**src/design/size_class_buffer_pool_defines.svh**
```systemverilog
// ----------------------------------------------------------------------------
// size class buffer pool assertion macros
// shared checking macros, empty in synthesis
// ----------------------------------------------------------------------------
`ifndef SIZE_CLASS_BUFFER_POOL_DEFINES_SVH
`define SIZE_CLASS_BUFFER_POOL_DEFINES_SVH

`ifndef SYNTHESIS
`define SCBP_ASSERT(lbl, clk, rstn, prop, msg) \
	lbl: assert property (@(posedge clk) disable iff (!rstn) (prop)) else $error(msg);
`define SCBP_NEVER(lbl, clk, rstn, cond, msg) \
	lbl: assert property (@(posedge clk) disable iff (!rstn) !(cond)) else $error(msg);
`else
`define SCBP_ASSERT(lbl, clk, rstn, prop, msg)
`define SCBP_NEVER(lbl, clk, rstn, cond, msg)
`endif

`endif

```
**src/design/scbp_pkg.sv**
```systemverilog
// ----------------------------------------------------------------------------
// scbp_pkg
// types, constants and class tables of the size class buffer pool
// ----------------------------------------------------------------------------
package scbp_pkg;

	localparam int NUM_CLASSES = 7;
	localparam int HANDLES     = 8192;
	localparam int HANDLE_W    = 13;
	localparam int COUNT_W     = 14;
	localparam int CLASS_W     = 3;
	localparam int BYTES_W     = 31;
	localparam int KB_W        = 14;
	localparam int SHIFT_W     = 4;
	localparam int PK_W        = 28;
	localparam int LIMIT_W     = 32;
	localparam int NEED_W      = 34;
	localparam int REG_IDX_W   = 3;
	localparam int PADDR_W     = REG_IDX_W + 2;
	localparam int PDATA_W     = 32;
	localparam int QDEPTH      = 2;
	localparam int QPTR_W      = 1;
	localparam int QCNT_W      = 2;
	localparam int RAM_DEPTH   = NUM_CLASSES * HANDLES;
	localparam int RAM_AW      = $clog2(RAM_DEPTH);

	localparam logic [LIMIT_W-1:0]   LIMIT_RESET = 32'd5242880;
	localparam logic [REG_IDX_W-1:0] REG_LIMIT   = 3'd0;

	localparam logic ACT_ALLOC   = 1'b0;
	localparam logic ACT_RELEASE = 1'b1;

	typedef enum logic [2:0] {
		ST_ALLOCATED   = 3'd0,
		ST_RELEASED    = 3'd1,
		ST_TOO_LARGE   = 3'd2,
		ST_OVER_LIMIT  = 3'd3,
		ST_EXHAUSTED   = 3'd4,
		ST_BAD_RELEASE = 3'd5
	} status_t;

	typedef enum logic {
		B_IDLE,
		B_RD
	} back_state_t;

	typedef logic [COUNT_W-1:0] count_t;
	typedef count_t [NUM_CLASSES-1:0] prealloc_vec_t;

	typedef struct packed {
		logic                is_release;
		logic                bad;
		logic [CLASS_W-1:0]  cls;
		logic [HANDLE_W-1:0] handle;
	} q_entry_t;

	function automatic logic [KB_W-1:0] class_kb(input logic [CLASS_W-1:0] c);
		logic [KB_W-1:0] kb;
		unique case (c)
			3'd0:    kb = 14'd4;
			3'd1:    kb = 14'd16;
			3'd2:    kb = 14'd64;
			3'd3:    kb = 14'd256;
			3'd4:    kb = 14'd1024;
			3'd5:    kb = 14'd4096;
			3'd6:    kb = 14'd8192;
			default: kb = 14'd0;
		endcase
		return kb;
	endfunction

	function automatic logic [SHIFT_W-1:0] class_shift(input logic [CLASS_W-1:0] c);
		logic [SHIFT_W-1:0] s;
		unique case (c)
			3'd0:    s = 4'd2;
			3'd1:    s = 4'd4;
			3'd2:    s = 4'd6;
			3'd3:    s = 4'd8;
			3'd4:    s = 4'd10;
			3'd5:    s = 4'd12;
			3'd6:    s = 4'd13;
			default: s = 4'd0;
		endcase
		return s;
	endfunction

	function automatic count_t prealloc_reset(input logic [CLASS_W-1:0] c);
		count_t v;
		unique case (c)
			3'd0:    v = 14'd5000;
			3'd1:    v = 14'd1000;
			3'd2:    v = 14'd500;
			3'd3:    v = 14'd200;
			3'd4:    v = 14'd50;
			3'd5:    v = 14'd20;
			3'd6:    v = 14'd10;
			default: v = 14'd0;
		endcase
		return v;
	endfunction

	function automatic logic [RAM_AW-1:0] ram_addr(input logic [CLASS_W-1:0] c,
			input logic [HANDLE_W-1:0] idx);
		return (RAM_AW'(c) << HANDLE_W) | RAM_AW'(idx);
	endfunction

endpackage

```
**src/design/scbp_front.sv**
```systemverilog
// ----------------------------------------------------------------------------
// scbp_front
// input side: maps request size to a class and screens release items
// ----------------------------------------------------------------------------
module scbp_front (
	input  logic                          in_valid,
	output logic                          in_ready,
	input  logic                          action,
	input  logic [scbp_pkg::BYTES_W-1:0]  request_bytes,
	input  logic [scbp_pkg::CLASS_W-1:0]  release_class,
	input  logic [scbp_pkg::HANDLE_W-1:0] release_handle,
	input  logic                          q_full,
	output logic                          q_push,
	output scbp_pkg::q_entry_t            q_entry
);

	logic                         found;
	logic [scbp_pkg::CLASS_W-1:0] size_cls;
	logic                         rel_bad;

	// smallest class that holds the request
	always_comb begin
		found    = 1'b0;
		size_cls = '0;
		for (int c = 0; c < scbp_pkg::NUM_CLASSES; c++) begin
			if (!found && request_bytes <= (scbp_pkg::BYTES_W'(
					scbp_pkg::class_kb(scbp_pkg::CLASS_W'(c))) << 10)) begin
				found    = 1'b1;
				size_cls = scbp_pkg::CLASS_W'(c);
			end
		end
	end

	assign rel_bad = (release_class >= scbp_pkg::CLASS_W'(scbp_pkg::NUM_CLASSES)) ||
		(scbp_pkg::COUNT_W'(release_handle) >= scbp_pkg::COUNT_W'(scbp_pkg::HANDLES));

	always_comb begin
		q_entry.is_release = (action == scbp_pkg::ACT_RELEASE);
		q_entry.handle     = release_handle;
		if (action == scbp_pkg::ACT_RELEASE) begin
			q_entry.bad = rel_bad;
			q_entry.cls = rel_bad ? '0 : release_class;
		end else begin
			q_entry.bad = !found;
			q_entry.cls = size_cls;
		end
	end

	assign in_ready = !q_full;
	assign q_push   = in_valid && !q_full;

endmodule

```
**config.mk**
```make
export PLATFORM = sky130hd
export DESIGN_NAME = scbp_front
export DESIGN_NICKNAME = d
export VERILOG_FILES = /design/src/design/size_class_buffer_pool_defines.svh /design/src/design/scbp_pkg.sv /design/src/design/scbp_front.sv
export SDC_FILE = /design/constraint.sdc
export NUM_CORES = 1
export LEC_CHECK = 0
export BUFFER_PORTS_ARGS = -buffer_cell sky130_fd_sc_hd__clkbuf_2
export CAP_MARGIN = 25
export CORE_MARGIN = 3
export CORE_UTILIZATION = 30
export DETAILED_ROUTE_END_ITERATION = 10
export GPL_TIMING_DRIVEN = 0
export PLACE_DENSITY = 0.93
export RECOVER_POWER = 100
export SLEW_MARGIN = 0
export SYNTH_ARGS = -nofsm -noshare
export SYNTH_HDL_FRONTEND = slang
export SYNTH_SLANG_ARGS = --single-unit
```
**constraint.sdc**
```tcl
create_clock -name vclk -period 1.83
set_input_delay 0.0915 -clock vclk [all_inputs]
set_output_delay 0.0915 -clock vclk [all_outputs]
set_load 0.02 [all_outputs]
```
==> reports/metrics.yaml, run 1 <==
floorplanning:
  io-pin-count: 70
  die_h_microns: 44.4
  die_x_microns: 44.4
  dieArea_sq_mm: 0.00197
  core-area_sq_mm: 0.00135
  initial_core_util_pct: 32.8
  num_rows: 13
cts:
  postCtsSetupBuffers: 0
outcome:
  violations: "negative setup slack"
  outcome: "finished with violations"
grt:
  grt_pass1_wl_microns: 2320
  antenna_found_initial: 0
  globalRoute.totalOverflow: 0
  grt_max_degree: 9
  grt_usage_pct: 14.4
  grt_pass1_vias: 624
detailed_routing:
  drcViolationCount: 0
  avgViaCountPerCell: 5.12
  first_iter_violations: 4
  vias: 707
  drt_pass1_iterations: 4
  wl_per_cell_microns: 12.1
  postRouteAntennaNets: 0
  routed_wl_microns: 1670
finish:
  fin_cells: 138
  fillers: 128
  area_growth_pct: 86.7
  ff_latch_area_sq_um: 0
  seq_cell_count: 0
  n_clock_buffer: 0
  antennaDiodeCount: 0
  final_nets: 175
  drive_gt1_share_pct: 58.5
sta:
  drv_slew: 0
  fin_crit_sh_pct: 112
  fmax_mhz: 488
  setup_viol: 3
  rsz0062_at_grt: "true"
  tns_ps: -543
  fin_crit_ps: 2050
  hold_violations: 0
  relSlewSlack_pct: 78.7
  tightestPinTransition_ps: 317
  worst_slack_ps: -219
synthesis:
  synthCells: 66
  synth.net_count: 116
  synth_cell_types: 27
  avgSynthCellArea_sq_um: 6.71
  synth_seq_area_share_pct: 0
  yosysWarnings: 0
  netlist_area_sq_um: 443
critical_path:
  cp_data_arrival_time_ps: 1960
  critPathLaunchType: "primary input"
  critical_path_required_ps: 1740
  end_kind: "output pin"
  path_class: "in -> out"
  crit_path_max_fanout: 4
placed_design:
  gp_congestion: 0.833
  dp_hpwl_microns: 1440
  port_buffers: 57
  dp.cells: 138
min_path:
  whs_endpoint: "q_entry[7]"
  holdCritPathClass: "in -> out"
  worstHoldStart: "release_handle[7]"
  hold_depth: 2
pwr:
  power-per-cell-area_mw_per_mm2: 208
  ir_worst_vdd_mv: 0.0914
  leakagePower_nw: 0.383
run:
  cap_violations: 0
-- routing by layer --
metal / GRT usage (%) / vias up / share of wire, %
li1: - / 358 / -
met1: 16.4 / 299 / 34
met2: 29.9 / 50 / 52
met3: 1.22 / 0 / 14
met4: 0 / 0 / 0
met5: 0 / - / 0
-- area by class of cell --
cell class / count / area (sq um) / area share [%]
tap: 15 / 18.8 / 2.27
inverter: 2 / 7.51 / 0.908
multi-input combinational: 50 / 393 / 47.5
timing repair buffer: 57 / 303 / 36.6
buffer: 14 / 105 / 12.7
-- stage by stage --
step                      utilization [%]  worst slack [ps]  total power, mW  instance area (sq um)  hold WS [ps]
final                                61.3              -219            0.172                    827           442
after global routing                 61.3              -252            0.184                    827           447
after CTS                            59.1              -198            0.169                    798           408
after detailed placement             56.1              -239            0.160                    757           408
after global placement               56.1              -170            0.156                    757           408
after floorplan                         -            -0.131           0.0837                    453           260
-- kinds of logic after synthesis --
group / share of synthesized area, %
AO/OA/AOI/OAI: 22.9
multiplexers: 3.39
buffers and inverters: 25.4
AND/OR/NAND/NOR: 48.3
-- cell usage after synthesis --
master / instances / share of area (%)
a2111o_1: 1 / 2.5
a211o_2: 1 / 2.3
a21o_1: 1 / 1.7
a21oi_1: 4 / 4.5
a221o_1: 1 / 2.3
a22oi_1: 2 / 3.4
buf_4: 14 / 24
inv_1: 2 / 1.7
mux2_4: 1 / 3.4
nand2_1: 6 / 5.1
nand2b_4: 1 / 3.1
nand3_1: 5 / 5.6
nand3b_1: 2 / 3.4
nand4_1: 1 / 1.4
nor2_1: 3 / 2.5
nor2b_1: 1 / 1.4
nor3_1: 2 / 2.3
nor3_2: 1 / 2.3
nor3b_1: 2 / 3.4
nor4_1: 6 / 8.5
o21ai_1: 1 / 1.1
o21bai_1: 1 / 1.7
o22ai_1: 1 / 1.4
o32ai_1: 1 / 2.0
or3_1: 3 / 4.2
or3_4: 1 / 2.5
or4_4: 1 / 2.5
-- worst max-delay path, stage by stage --
cell and delay [ps]:
buf_6 90, or4_4 540, nand2b_4 150, or3_4 360, mux2_4 350, a22oi_2 200
clkbuf_8 180
-- where the power goes --
part | switching [mW] | internal (mW)
combinational | 0.0875 | 0.0845
sequential | 0 | 0
clock | 0 | 0
total | 0.0875 | 0.0845
-- worst max-delay path by stage --
stage / from / to / slack [ps]
floorplan: request_bytes[24] / q_entry[14] / -0.1
global placement: request_bytes[24] / q_entry[14] / -170
detailed placement: request_bytes[6] / q_entry[14] / -240
CTS: request_bytes[24] / q_entry[14] / -200
global route: request_bytes[13] / q_entry[14] / -250
finish: request_bytes[24] / q_entry[14] / -220
-- what timing repair did --
item,in CTS,in global routing
hold buffers,0,0
pin swaps,3,3
setup endpoints to repair,3,4
gates resized for setup,8,11
-- placed cells by master, fill, tap and decap left out --
master,netlist,final
o21bai_1,1,1
o32ai_1,1,1
or3_1,3,2
nand2_1,6,6
nand4_1,1,1
a221o_1,1,1
nor3b_2,0,2
nor4_4,0,1
nor2b_1,1,1
nor4_1,6,2
a211o_2,1,1
clkbuf_1,0,15
or3_4,1,2
nor3_2,1,1
o22ai_1,1,1
buf_4,14,14
nand2b_4,1,1
nand3_1,5,5
a2111o_1,1,1
or4_4,1,1
clkbuf_2,0,37
a21oi_1,4,4
a21o_1,1,1
a22oi_2,0,2
nor4_2,0,3
nor2_1,3,3
inv_1,2,2
nand3b_1,2,2
clkbuf_8,0,2
o21ai_2,0,1
buf_6,0,3
nor3_1,2,2
mux2_4,1,1
Power figures use the tool's default switching activity.
==> inputs of run 2 (changes only) <==
- CELL_PAD_IN_SITES_DETAIL_PLACEMENT: unset -> 0
- CELL_PAD_IN_SITES_GLOBAL_PLACEMENT: unset -> 1
- CORE_ASPECT_RATIO: unset -> 0.5
- CORE_UTILIZATION: 30 -> 17
==> run 2 against run 1 <==
The flow still finishes with violations (negative setup slack). First-iteration DRC count grew to 2.8 times the previous value. Global-route usage is 5.7 points lower. Non-clock buffer count is 3 higher. Clock-buffer cell count stayed put. Utilization is 24 points lower. Final cell count is 17% higher. Total power is 0.90% higher. Die area is 67% higher. Maximum frequency is 1.7% higher. Combinational power hardly changed. Critical path depth stayed put. Sequential share of layout area stayed put. Largest cell class unchanged. Largest power group unchanged.
==> reports/metrics.yaml, run 2 (synthesis gave the netlist of run 1 again) <==
outcome:
  outcome: "finished with violations"
  violations: "negative setup slack"
grt:
  grt_max_degree: 9
  grt_pass1_vias: 652
  grt_usage_pct: 8.77
  grt_pass1_wl_microns: 2530
  antenna_found_initial: 0
  globalRoute.totalOverflow: 0
critical_path:
  crit_chain: "clkbuf_2, or4_4, nand2b_4, or3_4, mux2_4, a22oi_2, clkbuf_8"
  cp_top_family: "simple AND/OR/NAND/NOR gates"
  path_class: "in -> out"
  worst-path-buf-inv: 2
  cp_slowest_cell: "or4_4"
  slowest_delay_ps: 550
  crit_path_max_fanout: 4
  cp_data_arrival_time_ps: 1920
  critPathLaunchType: "primary input"
  critical_path_required_ps: 1740
  end_kind: "output pin"
detailed_routing:
  wl_per_cell_microns: 10.2
  avgViaCountPerCell: 4.38
  drt_pass1_iterations: 4
  first_iter_violations: 11
  vias: 705
  routed_wl_microns: 1650
  postRouteAntennaNets: 0
  drcViolationCount: 0
sta:
  worst_slack_ps: -185
  setup_viol: 4
  fin_crit_sh_pct: 110
  fmax_mhz: 496
  relSlewSlack_pct: 77.1
  hold_violations: 0
  tightestPinTransition_ps: 342
  drv_slew: 0
  hold_slack_ps: 443
  fin_crit_ps: 2010
  rsz0062_at_grt: "true"
  tns_ps: -579
floorplanning:
  core-area_sq_mm: 0.00234
  num_rows: 12
  initial_core_util_pct: 18.9
  dieArea_sq_mm: 0.00329
  die_h_microns: 42.1
  io-pin-count: 70
  die_x_microns: 78.2
pwr:
  leakagePower_nw: 0.395
  power-per-cell-area_mw_per_mm2: 197
  p_total_mw: 0.174
  ir_worst_vdd_mv: 0.0601
finish:
  layout_commonest_cell: "clkbuf_2"
  drive_gt1_share_pct: 59.5
  ff_latch_area_sq_um: 0
  multi_input_area_sq_um: 410
  area_growth_pct: 99.2
  seq_cell_count: 0
  final_nets: 178
  n_clock_buffer: 0
  fin_area_sq_um: 882
  antennaDiodeCount: 0
  final_core_util_pct: 37.7
  layout_common_cells: "clkbuf_2 (38), buf_4 (18), clkbuf_1 (15)"
  fin_cells: 161
  fillers: 262
placed_design:
  post_dp_cell_area_sq_um: 782
  dp.cells: 158
  gp_congestion: 0.676
  dp_hpwl_microns: 1360
  port_buffers: 57
  dp_slack_ps: -202
min_path:
  holdCritPathClass: "in -> out"
run:
  cap_violations: 0
[run 2: changes by cell type in the layout (fill, tap and decap cells not counted)]
cell      delta
buf_6        -2
buf_4        +4
clkbuf_2     +1
nor4_2       -2
nor4_4       +2
[run 2: timing repair]
item,in CTS,in global routing
endpoints found under the setup margin,3,4
pin swaps,2,5
setup buffers,0,3
hold buffers,0,0
resized for setup,8,12
[run 2: final cells by class]
type | count | area share, %
plain buffers | 14 | 11.9
multi-input cells | 50 | 46.5
well taps | 35 | 4.96
inverters | 2 | 0.851
repair buffers | 60 | 35.7
[run 2: per-layer routing]
metal / share of wire, % / global-route usage [%]
met1: 36 / 8.63
met2: 54 / 19.7
met3: 10 / 1.72
met4: 0 / 0
met5: 0 / 0
[run 2: worst paths after layout]
kind	startpoint	to	slack, ps	depth (start not counted)
max	request_bytes[24]	q_entry[15]	-180	7
min	release_handle[12]	q_entry[12]	440	2
[run 2: power breakdown]
group / switching, mW / internal (mW)
clock network: 0 / 0
logic: 0.0897 / 0.0838
registers: 0 / 0
total: 0.0897 / 0.0838
