## src/design/size_class_buffer_pool_defines.svh

```systemverilog
// ----------------------------------------------------------------------------
// size class buffer pool assertion macros
// shared checking macros, empty in synthesis
// ----------------------------------------------------------------------------
`ifndef SIZE_CLASS_BUFFER_POOL_DEFINES_SVH
`define SIZE_CLASS_BUFFER_POOL_DEFINES_SVH

`ifndef SYNTHESIS
`define SCBP_ASSERT(lbl, clk, rstn, prop, msg) \
	lbl: assert property (@(posedge clk) disable iff (!rstn) (prop)) else $error(msg);
`define SCBP_NEVER(lbl, clk, rstn, cond, msg) \
	lbl: assert property (@(posedge clk) disable iff (!rstn) !(cond)) else $error(msg);
`else
`define SCBP_ASSERT(lbl, clk, rstn, prop, msg)
`define SCBP_NEVER(lbl, clk, rstn, cond, msg)
`endif

`endif

```

## src/design/scbp_pkg.sv

```systemverilog
// ----------------------------------------------------------------------------
// scbp_pkg
// types, constants and class tables of the size class buffer pool
// ----------------------------------------------------------------------------
package scbp_pkg;

	localparam int NUM_CLASSES = 7;
	localparam int HANDLES     = 8192;
	localparam int HANDLE_W    = 13;
	localparam int COUNT_W     = 14;
	localparam int CLASS_W     = 3;
	localparam int BYTES_W     = 31;
	localparam int KB_W        = 14;
	localparam int SHIFT_W     = 4;
	localparam int PK_W        = 28;
	localparam int LIMIT_W     = 32;
	localparam int NEED_W      = 34;
	localparam int REG_IDX_W   = 3;
	localparam int PADDR_W     = REG_IDX_W + 2;
	localparam int PDATA_W     = 32;
	localparam int QDEPTH      = 2;
	localparam int QPTR_W      = 1;
	localparam int QCNT_W      = 2;
	localparam int RAM_DEPTH   = NUM_CLASSES * HANDLES;
	localparam int RAM_AW      = $clog2(RAM_DEPTH);

	localparam logic [LIMIT_W-1:0]   LIMIT_RESET = 32'd5242880;
	localparam logic [REG_IDX_W-1:0] REG_LIMIT   = 3'd0;

	localparam logic ACT_ALLOC   = 1'b0;
	localparam logic ACT_RELEASE = 1'b1;

	typedef enum logic [2:0] {
		ST_ALLOCATED   = 3'd0,
		ST_RELEASED    = 3'd1,
		ST_TOO_LARGE   = 3'd2,
		ST_OVER_LIMIT  = 3'd3,
		ST_EXHAUSTED   = 3'd4,
		ST_BAD_RELEASE = 3'd5
	} status_t;

	typedef enum logic {
		B_IDLE,
		B_RD
	} back_state_t;

	typedef logic [COUNT_W-1:0] count_t;
	typedef count_t [NUM_CLASSES-1:0] prealloc_vec_t;

	typedef struct packed {
		logic                is_release;
		logic                bad;
		logic [CLASS_W-1:0]  cls;
		logic [HANDLE_W-1:0] handle;
	} q_entry_t;

	function automatic logic [KB_W-1:0] class_kb(input logic [CLASS_W-1:0] c);
		logic [KB_W-1:0] kb;
		unique case (c)
			3'd0:    kb = 14'd4;
			3'd1:    kb = 14'd16;
			3'd2:    kb = 14'd64;
			3'd3:    kb = 14'd256;
			3'd4:    kb = 14'd1024;
			3'd5:    kb = 14'd4096;
			3'd6:    kb = 14'd8192;
			default: kb = 14'd0;
		endcase
		return kb;
	endfunction

	function automatic logic [SHIFT_W-1:0] class_shift(input logic [CLASS_W-1:0] c);
		logic [SHIFT_W-1:0] s;
		unique case (c)
			3'd0:    s = 4'd2;
			3'd1:    s = 4'd4;
			3'd2:    s = 4'd6;
			3'd3:    s = 4'd8;
			3'd4:    s = 4'd10;
			3'd5:    s = 4'd12;
			3'd6:    s = 4'd13;
			default: s = 4'd0;
		endcase
		return s;
	endfunction

	function automatic count_t prealloc_reset(input logic [CLASS_W-1:0] c);
		count_t v;
		unique case (c)
			3'd0:    v = 14'd5000;
			3'd1:    v = 14'd1000;
			3'd2:    v = 14'd500;
			3'd3:    v = 14'd200;
			3'd4:    v = 14'd50;
			3'd5:    v = 14'd20;
			3'd6:    v = 14'd10;
			default: v = 14'd0;
		endcase
		return v;
	endfunction

	function automatic logic [RAM_AW-1:0] ram_addr(input logic [CLASS_W-1:0] c,
			input logic [HANDLE_W-1:0] idx);
		return (RAM_AW'(c) << HANDLE_W) | RAM_AW'(idx);
	endfunction

endpackage

```

## src/design/scbp_queue.sv

```systemverilog
// ----------------------------------------------------------------------------
// scbp_queue
// short fifo between the classifying front and the executing back
// ----------------------------------------------------------------------------
module scbp_queue (
	input  logic               clk,
	input  logic               arst_n,
	input  logic               push,
	input  scbp_pkg::q_entry_t push_entry,
	output logic               full,
	input  logic               pop,
	output logic               valid,
	output scbp_pkg::q_entry_t head
);

	scbp_pkg::q_entry_t            slot_q [scbp_pkg::QDEPTH];
	logic [scbp_pkg::QPTR_W-1:0]   wr_ptr_q;
	logic [scbp_pkg::QPTR_W-1:0]   rd_ptr_q;
	logic [scbp_pkg::QCNT_W-1:0]   cnt_q;

	assign full  = (cnt_q == scbp_pkg::QCNT_W'(scbp_pkg::QDEPTH));
	assign valid = (cnt_q != '0);
	assign head  = slot_q[rd_ptr_q];

	always_ff @(posedge clk) begin
		if (push) begin
			slot_q[wr_ptr_q] <= push_entry;
		end
	end

	always_ff @(posedge clk or negedge arst_n) begin
		if (!arst_n) begin
			wr_ptr_q <= '0;
			rd_ptr_q <= '0;
			cnt_q    <= '0;
		end else begin
			if (push) begin
				wr_ptr_q <= wr_ptr_q + 1'b1;
			end
			if (pop) begin
				rd_ptr_q <= rd_ptr_q + 1'b1;
			end
			if (push && !pop) begin
				cnt_q <= cnt_q + 1'b1;
			end else if (pop && !push) begin
				cnt_q <= cnt_q - 1'b1;
			end
		end
	end

endmodule

```

## config.mk

```make
export PLATFORM = sky130hd
export DESIGN_NAME = scbp_queue
export DESIGN_NICKNAME = d
export VERILOG_FILES = /design/src/design/size_class_buffer_pool_defines.svh /design/src/design/scbp_pkg.sv /design/src/design/scbp_queue.sv
export SDC_FILE = /design/constraint.sdc
export NUM_CORES = 1
export LEC_CHECK = 0
export BUFFER_PORTS_ARGS = -buffer_cell sky130_fd_sc_hd__buf_2
export CAP_MARGIN = 25
export CORE_MARGIN = 3
export CORE_UTILIZATION = 35
export CTS_CLUSTER_DIAMETER = 40
export DETAILED_ROUTE_END_ITERATION = 16
export GPL_TIMING_DRIVEN = 0
export PLACE_DENSITY_LB_ADDON = 0.2
export REMOVE_ABC_BUFFERS = 1
export SLEW_MARGIN = 0
export SYNTH_ARGS = -nofsm -noshare
export SYNTH_HDL_FRONTEND = slang
export SYNTH_SLANG_ARGS = --single-unit
```

## constraint.sdc

```tcl
create_clock -name clk -period 3.42 [get_ports clk]
set_input_delay 0.684 -clock clk [delete_from_list [all_inputs] [get_ports clk]]
set_output_delay 0.684 -clock clk [all_outputs]
set_load 0.01 [all_outputs]
```

==> results of run 1 <==
[cell usage after synthesis, drive strengths merged]
| cell | n |
|---|---|
| ha | 1 |
| nor2b | 2 |
| mux2 | 18 |
| nor2 | 1 |
| and2 | 1 |
| inv | 1 |
| edfxtp | 36 |
| xnor2 | 1 |
| xor2 | 4 |
| dfrtp | 4 |
| buf | 2 |
| or2 | 1 |
[metrics by stage]
step	hold WS (ns)	std cells
6_report	0.189	169
5_1_grt	0.177	169
4_1_cts	0.177	169
3_5_place_dp	0.483	162
3_3_place_gp	0.463	161
2_1_floorplan	0.388	70
[cell type report]
class | count | area share, %
flip-flops and latches | 40 | 63.2
multi-input cells | 29 | 17.3
repair buffers | 42 | 11.8
clock buffers | 6 | 3.88
well taps | 50 | 3.35
clock inverters | 1 | 0.268
inverters | 1 | 0.201
[layer usage]
metal | GRT usage, % | up-vias | share of wire [%]
met5 | 0 | - | 0
met4 | 5.01 | 0 | 2.0
met3 | 4.85 | 6 | 7.5
met2 | 17.6 | 27 | 52
met1 | 11.1 | 371 | 38
li1 | - | 362 | -
[kinds of logic after synthesis]
| family | Yosys count | share of synthesized area [%] |
|---|---|---|
| flip-flops | 40 | 76.8 |
| multiplexers | 18 | 15.4 |
| XOR/XNOR | 5 | 2.85 |
| AND/OR/NAND/NOR | 5 | 1.87 |
| buffers and inverters | 3 | 2.28 |
| adder cells (fa/ha/maj) | 1 | 0.814 |
[layout by cell type (no fill, tap or decap), drive strengths merged]
master,synthesis,layout
xor2,4,4
clkbuf,0,6
dfrtp,4,4
mux2,18,18
and2,1,1
ha,1,1
nor2b,2,2
xnor2,1,1
inv,1,1
edfxtp,36,36
clkinv,0,1
buf,2,42
or2,1,1
nor2,1,1
[worst min path at each step]
| stage | start | end | cells after the start |
|---|---|---|---|
| 2_1_floorplan | arst_n | cnt_q[0] | 0 |
| 3_3_place_gp | cnt_q[1] | cnt_q[1] | 1 |
| 6_report | arst_n | cnt_q[0] | 1 |
| 4_1_cts | arst_n | cnt_q[0] | 1 |
| 5_1_grt | arst_n | cnt_q[1] | 1 |
| 3_5_place_dp | cnt_q[1] | cnt_q[1] | 1 |
[state kept, by name, summed over array words and instances, names as in the netlist]
| name | count |
|---|---|
| rd_ptr_q | 1 |
| slot_q | 36 |
| cnt_q | 2 |
| wr_ptr_q | 1 |
[power groups by stage]
stage	Sequential (W)	Clock, W	Combinational, W
6_report	0.000745	0.000281	0.000412
5_1_grt	0.000764	0.000322	0.000450
4_1_cts	0.000750	0.000297	0.000424
3_5_place_dp	0.000760	0	0.000423
3_3_place_gp	0.000752	0	0.000409
2_1_floorplan	0.000731	0	0.000273
==> reports/qor.yml, run 1 <==
sta:
  finalSetupViolations: 0
  maxSlewViolCount: 0
  skew_ns: 0.00747
  timing.final.crit_share_pct: 73.9
  timing_hold_violations_final: 0
  finalCriticalPeriod_ns: 2.53
  finalWorstSetupSlack_ns: 0.892
  fin_setup_tns_ns: 0
  fmax_mhz: 396
  relSlewSlack_pct: 34.3
  rsz0062_at_grt: "false"
  tightest_slew_ns: 0.985
clock_network:
  path_clk_slew_ns: 0.07
  cts_max_level: 2
  cts_made_buffers: 5
  hold_buffers: 0
  cts_root_buf: "clkbuf_8"
  postCtsResizedCells: 0
  post_cts_buffers: 0
  insertion_delay_ns: 0.28
  clk_path_buf_depth: 2
  clock-sinks: 40
  cts_tree: "yes"
final_layout:
  drive_gt1_share_pct: 57.1
  postLayoutCellArea_um2: 1870
  register_area_um2: 1180
  nNetsFinal: 142
  multi_input_area_um2: 324
  areaGrowthSynthToFinish_pct: 21.6
  n_antenna_cell: 0
  utilization_pct: 45.4
  n_fill_cell: 377
pwr:
  power_frac_clock_pct: 19.6
  seq_power_share_pct: 51.8
  swShare_pct: 28.2
  switchingPower_w: 0.000406
  power_w: 0.00144
  combPwrFrac_pct: 28.6
  p_int_w: 0.00103
  power.density_nw_per_um2: 769
  vdd_ir_drop_max_v: 0.000400
  power_leakage_nw: 0.749
setup_path:
  worst_ep_arrival_time_ns: 1.84
  critPathBufInv: 1
  slowest_delay_ns: 0.99
  worstSetupPathDepth: 2
  cp_cell_sequence: "mux2_2 -> buf_2"
  cpLargestDelayFamily: "flip-flops"
  crit_fanout: 19
  r2r_setup_slack_ns: 1.92
  crit_type: "register to output pin"
  cpMaxStageDelayCell: "dfrtp_1"
  crit_end: "head[2]"
  worstPathRequired_ns: 2.74
  start_kind: "register"
  rr_endpoint: "slot_q[1][15]"
  worstReg2RegStart: "wr_ptr_q"
  reg2reg_depth: 1
  startpoint: "rd_ptr_q"
  end_kind: "output pin"
route:
  wl_per_cell_um: 13.9
  drt-initial-drc-count: 49
  drcViolationCount: 0
  firstDrtPassIters: 3
  vias_per_cell: 4.53
  drtAntennaViolNets: 0
  wl_um: 2340
  vias: 766
global_route:
  grt_max_degree: 20
  grtUsageTotal_pct: 10.5
  grt_first_pass_wirelength_um: 3960
  grt_overflow: 0
  grt_pass1_vias: 853
  antenna_found_initial: 0
yosys:
  synth_cell_types: 14
  synth_top_cell_by_area: "edfxtp_1"
  ys_ff_latch: 40
  yosys-top-cells-area: "edfxtp_1, mux2_4, mux2_2, dfrtp_1, xor2_1"
  seq_area_frac_synth_pct: 76.8
  syn_avg_cell_area_um2: 21.4
  synthCells: 72
  synth_top_area_share_pct: 70.3
  yosysWarnings: 0
  syn_area_um2: 1540
floorplanning:
  core_area_um2: 4120
  die_w_um: 72.3
  pin_count: 42
  die_area_um2: 5230
  fp.dieH_um: 72.3
  rows: 23
  start_util_pct: 37.4
flow_run:
  cap_violations: 0
min_path:
  min_path_type: "input port to asynchronous set/reset pin"
placement:
  dp_slack_ns: 1.14
  gp_congestion: 0.686
  placed_area_um2: 1790
  io_buffer_count: 41
  hpwl_um: 1630
run_status:
  outcome: "finished, final reports clean"
Power figures use the tool's default switching activity.
==> inputs of run 2 (changes only) <==
clock period = 2.35 ns   (was 3.42 ns; I/O delays follow)
==> run 2 against run 1 <==
  * Utilization rose by 0.27 points
  * Non-clock buffer count increased by 1
  * Cell area is 0.60% higher
  * Register-to-register slack got worse by 1.1 ns
  * Sequential cell count is the same
  * Sequential share of layout area down 0.31 points
  * Clock-buffer cell count is the same
  * Global-route usage is 0.059 points higher
  * Worst hold slack gained 0.18 ns
  * Clock skew is essentially flat
  * Final cell count grew 0.59%
==> reports/qor.yml, run 2 (same netlist as run 1, synthesis figures left out) <==
run_status:
  outcome: "finished, final reports clean"
global_route:
  antenna_found_initial: 0
  grt_pass1_vias: 859
  grt_overflow: 0
  grtUsageTotal_pct: 10.5
  grt_max_degree: 20
  grt_first_pass_wirelength_um: 3980
final_layout:
  n_antenna_cell: 0
  areaGrowthSynthToFinish_pct: 22.3
  nNetsFinal: 143
  n_fill_cell: 376
  max_flop_register: "slot_q"
  top_regs: "slot_q: 36 flops, cnt_q: 2 flops"
  mostFrequentLayoutCells: "buf_2, edfxtp_1, mux2_4, mux2_2, clkbuf_8"
  final_common_cell: "buf_2"
  drive_gt1_share_pct: 57.5
  fin_cells: 170
  postLayoutCellArea_um2: 1880
  largest_register_ffs: 36
setup_path:
  worst_ep_arrival_time_ns: 1.54
  worstReg2RegStart: "wr_ptr_q"
  crit_type: "register to output pin"
  startpoint: "rd_ptr_q"
  end_kind: "output pin"
  crit_fanout: 19
  start_kind: "register"
  worstPathRequired_ns: 1.88
sta:
  skew_ns: 0.00747
  finalCriticalPeriod_ns: 2.01
  rsz0062_at_grt: "false"
  tightest_slew_ns: 0.885
  timing_hold_violations_final: 0
  fin_setup_tns_ns: 0
  fmax_mhz: 496
  finalSetupViolations: 0
  relSlewSlack_pct: 41.0
  maxSlewViolCount: 0
  timing.final.crit_share_pct: 85.7
route:
  vias: 770
  drt-initial-drc-count: 41
  wl_um: 2360
  vias_per_cell: 4.53
  firstDrtPassIters: 3
  wl_per_cell_um: 13.9
  drtAntennaViolNets: 0
  drcViolationCount: 0
placement:
  dp_cells: 162
  io_buffer_count: 41
  gp_congestion: 0.686
  placed_area_um2: 1790
  hpwl_um: 1630
clock_network:
  clock-sinks: 40
  clk_path_buf_depth: 2
  insertion_delay_ns: 0.28
  cts_tree: "yes"
  cts_made_buffers: 5
  path_clk_slew_ns: 0.07
  cts_max_level: 2
  cts_root_buf: "clkbuf_8"
pwr:
  power_leakage_nw: 0.753
  power.density_nw_per_um2: 1110
  vdd_ir_drop_max_v: 0.000603
floorplanning:
  rows: 23
  die_area_um2: 5230
  fp.dieH_um: 72.3
  start_util_pct: 37.4
  pin_count: 42
  core_area_um2: 4120
  die_w_um: 72.3
flow_run:
  cap_violations: 0
min_path:
  hp-start: "push_entry[7]"
  min_path_type: "input port to register"
==> run 2: cell count changes in the layout (fill, tap and decap cells not counted), sizes merged <==
cell,delta
dlygate4sd3,+1
==> run 2: power breakdown <==
group / switching (W) / internal (W) / leakage [nW]
registers: 0.000131 / 0.000955 / 0.384
logic: 0.000252 / 0.000341 / 0.328
clock network: 0.000208 / 0.000201 / 0.0410
==> run 2: final timing paths <==
| kind | to | slack, ns | cells after the start |
|---|---|---|---|
| setup / recovery | head[2] | 0.34 | 2 |
| hold / removal | slot_q[1][7] | 0.37 | 1 |
| setup reg to reg | slot_q[1][15] | 0.85 | 1 |
| hold reg to reg | cnt_q[1] | 0.50 | 1 |
| max in group asynchronous | rd_ptr_q | 1.70 | 2 |
| min in group asynchronous | cnt_q[0] | 0.52 | 2 |
==> run 2: cell type report <==
type	instances	area [um2]	share of cell area [%]
sequential	40	1180	62.9
multi-input combinational	29	324	17.2
tap	50	62.6	3.33
inverter	1	3.75	0.200
clock inverter	1	5.00	0.266
timing repair buffer	43	230	12.2
clock buffer	6	72.6	3.86
==> run 2: repair_timing <==
item / in CTS / in global routing
endpoints found under the hold margin: 4 / 0
hold buffers: 1 / 0
setup endpoints to repair: 9 / 0
setup buffers: 0 / 0
resized for setup: 1 / 0
==> run 2: through the flow <==
step           setup slack, ns  power (W)  hold slack (ns)  util [%]
2_1_floorplan            0.636    0.00146            0.174         -
3_3_place_gp           -0.0110    0.00169            0.276      43.1
3_5_place_dp             0.288    0.00172            0.281      43.5
4_1_cts                  0.277    0.00214            0.356      45.7
5_1_grt                  0.239    0.00223            0.354      45.7
6_report                 0.336    0.00209            0.372      45.7
==> run 2: worst max-delay path: stages, from the launching register on <==
cell	delay, ns
dfrtp_2	0.72
mux2_2	0.40
buf_2	0.14
==> run 2: layer usage <==
metal / GRT usage [%] / part of all wire, % / up-vias
met5: 0 / 0 / -
met4: 5.01 / 2.0 / 0
met3: 4.85 / 7.3 / 6
met2: 17.8 / 52 / 27
met1: 11.1 / 38 / 373
li1: - / - / 364
==> inputs of run 3 (changes only) <==
CORE_UTILIZATION = 33   (was 35)
==> run 3 against run 2 <==
  * Utilization fell by 3.0 points
  * Register-to-register slack improved by 0.03 ns
  * Clock power rose by 2%
  * Via count fell by 0.65%
  * Clock skew fell by 0.0053 ns
  * Final cell count rose by 1.2%
  * Maximum frequency rose by 0.85%
==> reports/qor.yml, run 3 (same netlist as run 1, synthesis figures left out) <==
run_status:
  outcome: "finished, final reports clean"
floorplanning:
  pin_count: 42
  die_area_um2: 5510
  die_w_um: 74.3
  fp.dieH_um: 74.3
  start_util_pct: 34.8
  rows: 24
  core_area_um2: 4410
global_route:
  grt_overflow: 0
  grt_pass1_vias: 824
  antenna_found_initial: 0
  grt_max_degree: 20
  grt_first_pass_wirelength_um: 3750
  grtUsageTotal_pct: 9.78
setup_path:
  crit_fanout: 19
  crit_type: "register to output pin"
  worstReg2RegStart: "wr_ptr_q"
  start_kind: "register"
  worstPathRequired_ns: 1.88
  startpoint: "rd_ptr_q"
  worst_ep_arrival_time_ns: 1.53
  end_kind: "output pin"
final_layout:
  n_antenna_cell: 0
  drive_gt1_share_pct: 57.5
  max_flop_register: "slot_q"
  nNetsFinal: 143
  top_regs: "slot_q: 36 flops, cnt_q: 2 flops"
  n_fill_cell: 398
  final_common_cell: "buf_2"
  mostFrequentLayoutCells: "buf_2, edfxtp_1, mux2_4, mux2_2, clkbuf_8"
  largest_register_ffs: 36
  areaGrowthSynthToFinish_pct: 22.5
pwr:
  seq_power_share_pct: 51.7
  power_w: 0.00209
  power_frac_clock_pct: 19.8
  power_leakage_nw: 0.753
  swShare_pct: 28.4
  vdd_ir_drop_max_v: 0.000564
  switchingPower_w: 0.000595
  combPwrFrac_pct: 28.4
  power.density_nw_per_um2: 1110
  p_int_w: 0.00150
sta:
  finalSetupViolations: 0
  relSlewSlack_pct: 43.7
  timing_hold_violations_final: 0
  finalCriticalPeriod_ns: 2.00
  timing.hold.ws_ns: 0.368
  fmax_mhz: 501
  skew_ns: 0.00217
  fin_setup_tns_ns: 0
  maxSlewViolCount: 0
  timing.final.crit_share_pct: 85.0
  tightest_slew_ns: 0.844
  rsz0062_at_grt: "false"
route:
  vias_per_cell: 4.45
  wl_um: 2410
  drcViolationCount: 0
  wl_per_cell_um: 14.0
  drtAntennaViolNets: 0
  vias: 765
  firstDrtPassIters: 4
  drt-initial-drc-count: 28
placement:
  hpwl_um: 1660
  gp_congestion: 0.595
  io_buffer_count: 41
clock_network:
  cts_tree: "yes"
  post_cts_buffers: 0
  cts_made_buffers: 5
  clock-sinks: 40
  cts_root_buf: "clkbuf_8"
  cts_max_level: 2
  path_clk_slew_ns: 0.07
  clk_path_buf_depth: 2
  insertion_delay_ns: 0.29
flow_run:
  cap_violations: 0
min_path:
  hp-start: "push_entry[7]"
  min_path_type: "input port to register"
## run 3: cell counts in the layout (fill, tap and decap cells not counted)
No cell type changed its count.
## run 3: path summary, 6_finish.rpt
kind                                      end  slack, ns  cells past startpoint
min in group asynchronous            cnt_q[0]       0.52                      2
worst max register to register  slot_q[1][13]       0.88                      1
worst min-delay path             slot_q[0][7]       0.37                      1
worst max-delay path                  head[9]       0.35                      2
worst min register to register       cnt_q[1]       0.50                      1
max in group asynchronous            rd_ptr_q       1.70                      2
## run 3: area by class of cell
cell class | count | area [um2] | area share [%]
flip-flops and latches | 40 | 1180 | 62.8
multi-input cells | 29 | 324 | 17.2
repair buffers | 43 | 230 | 12.2
clock buffers | 6 | 72.6 | 3.85
well taps | 52 | 65.1 | 3.46
clock inverters | 1 | 5.00 | 0.266
inverters | 1 | 3.75 | 0.199
## run 3: power groups by stage
stage	logic (W)	clock network, W	registers [W]
finish	0.000595	0.000416	0.00108
global route	0.000656	0.000465	0.00111
CTS	0.000615	0.000437	0.00109
detailed placement	0.000619	0	0.00111
global placement	0.000598	0	0.00110
floorplan	0.000398	0	0.00106
## run 3: repair_timing
| item | CTS | global route |
|---|---|---|
| hold endpoints to repair | 4 | 0 |
| hold buffers | 1 | 0 |
| resized for setup | 1 | 0 |
| setup endpoints to repair | 6 | 0 |
## run 3: per-stage QoR
stage | std cells | area (um2) | util, % | worst slack (ns)
after floorplan | 70 | 1510 | - | 0.636
after global placement | 163 | 1780 | 40.2 | -0.0250
after detailed placement | 164 | 1790 | 40.6 | 0.291
after CTS | 172 | 1880 | 42.7 | 0.299
after global routing | 172 | 1880 | 42.7 | 0.256
final | 172 | 1880 | 42.7 | 0.353
## run 3: per-layer routing
metal / GRT usage [%] / vias up / share of wire, %
met1: 10.5 / 366 / 39
met3: 3.38 / 8 / 7.3
met2: 15.6 / 29 / 50
met4: 7.71 / 0 / 3.6
met5: 0 / - / 0
li1: - / 362 / -
## run 3: worst max-delay path, stage by stage, from the launching register on
cell     delay (ns)
dfrtp_2        0.70
mux2_2         0.40
buf_2          0.14
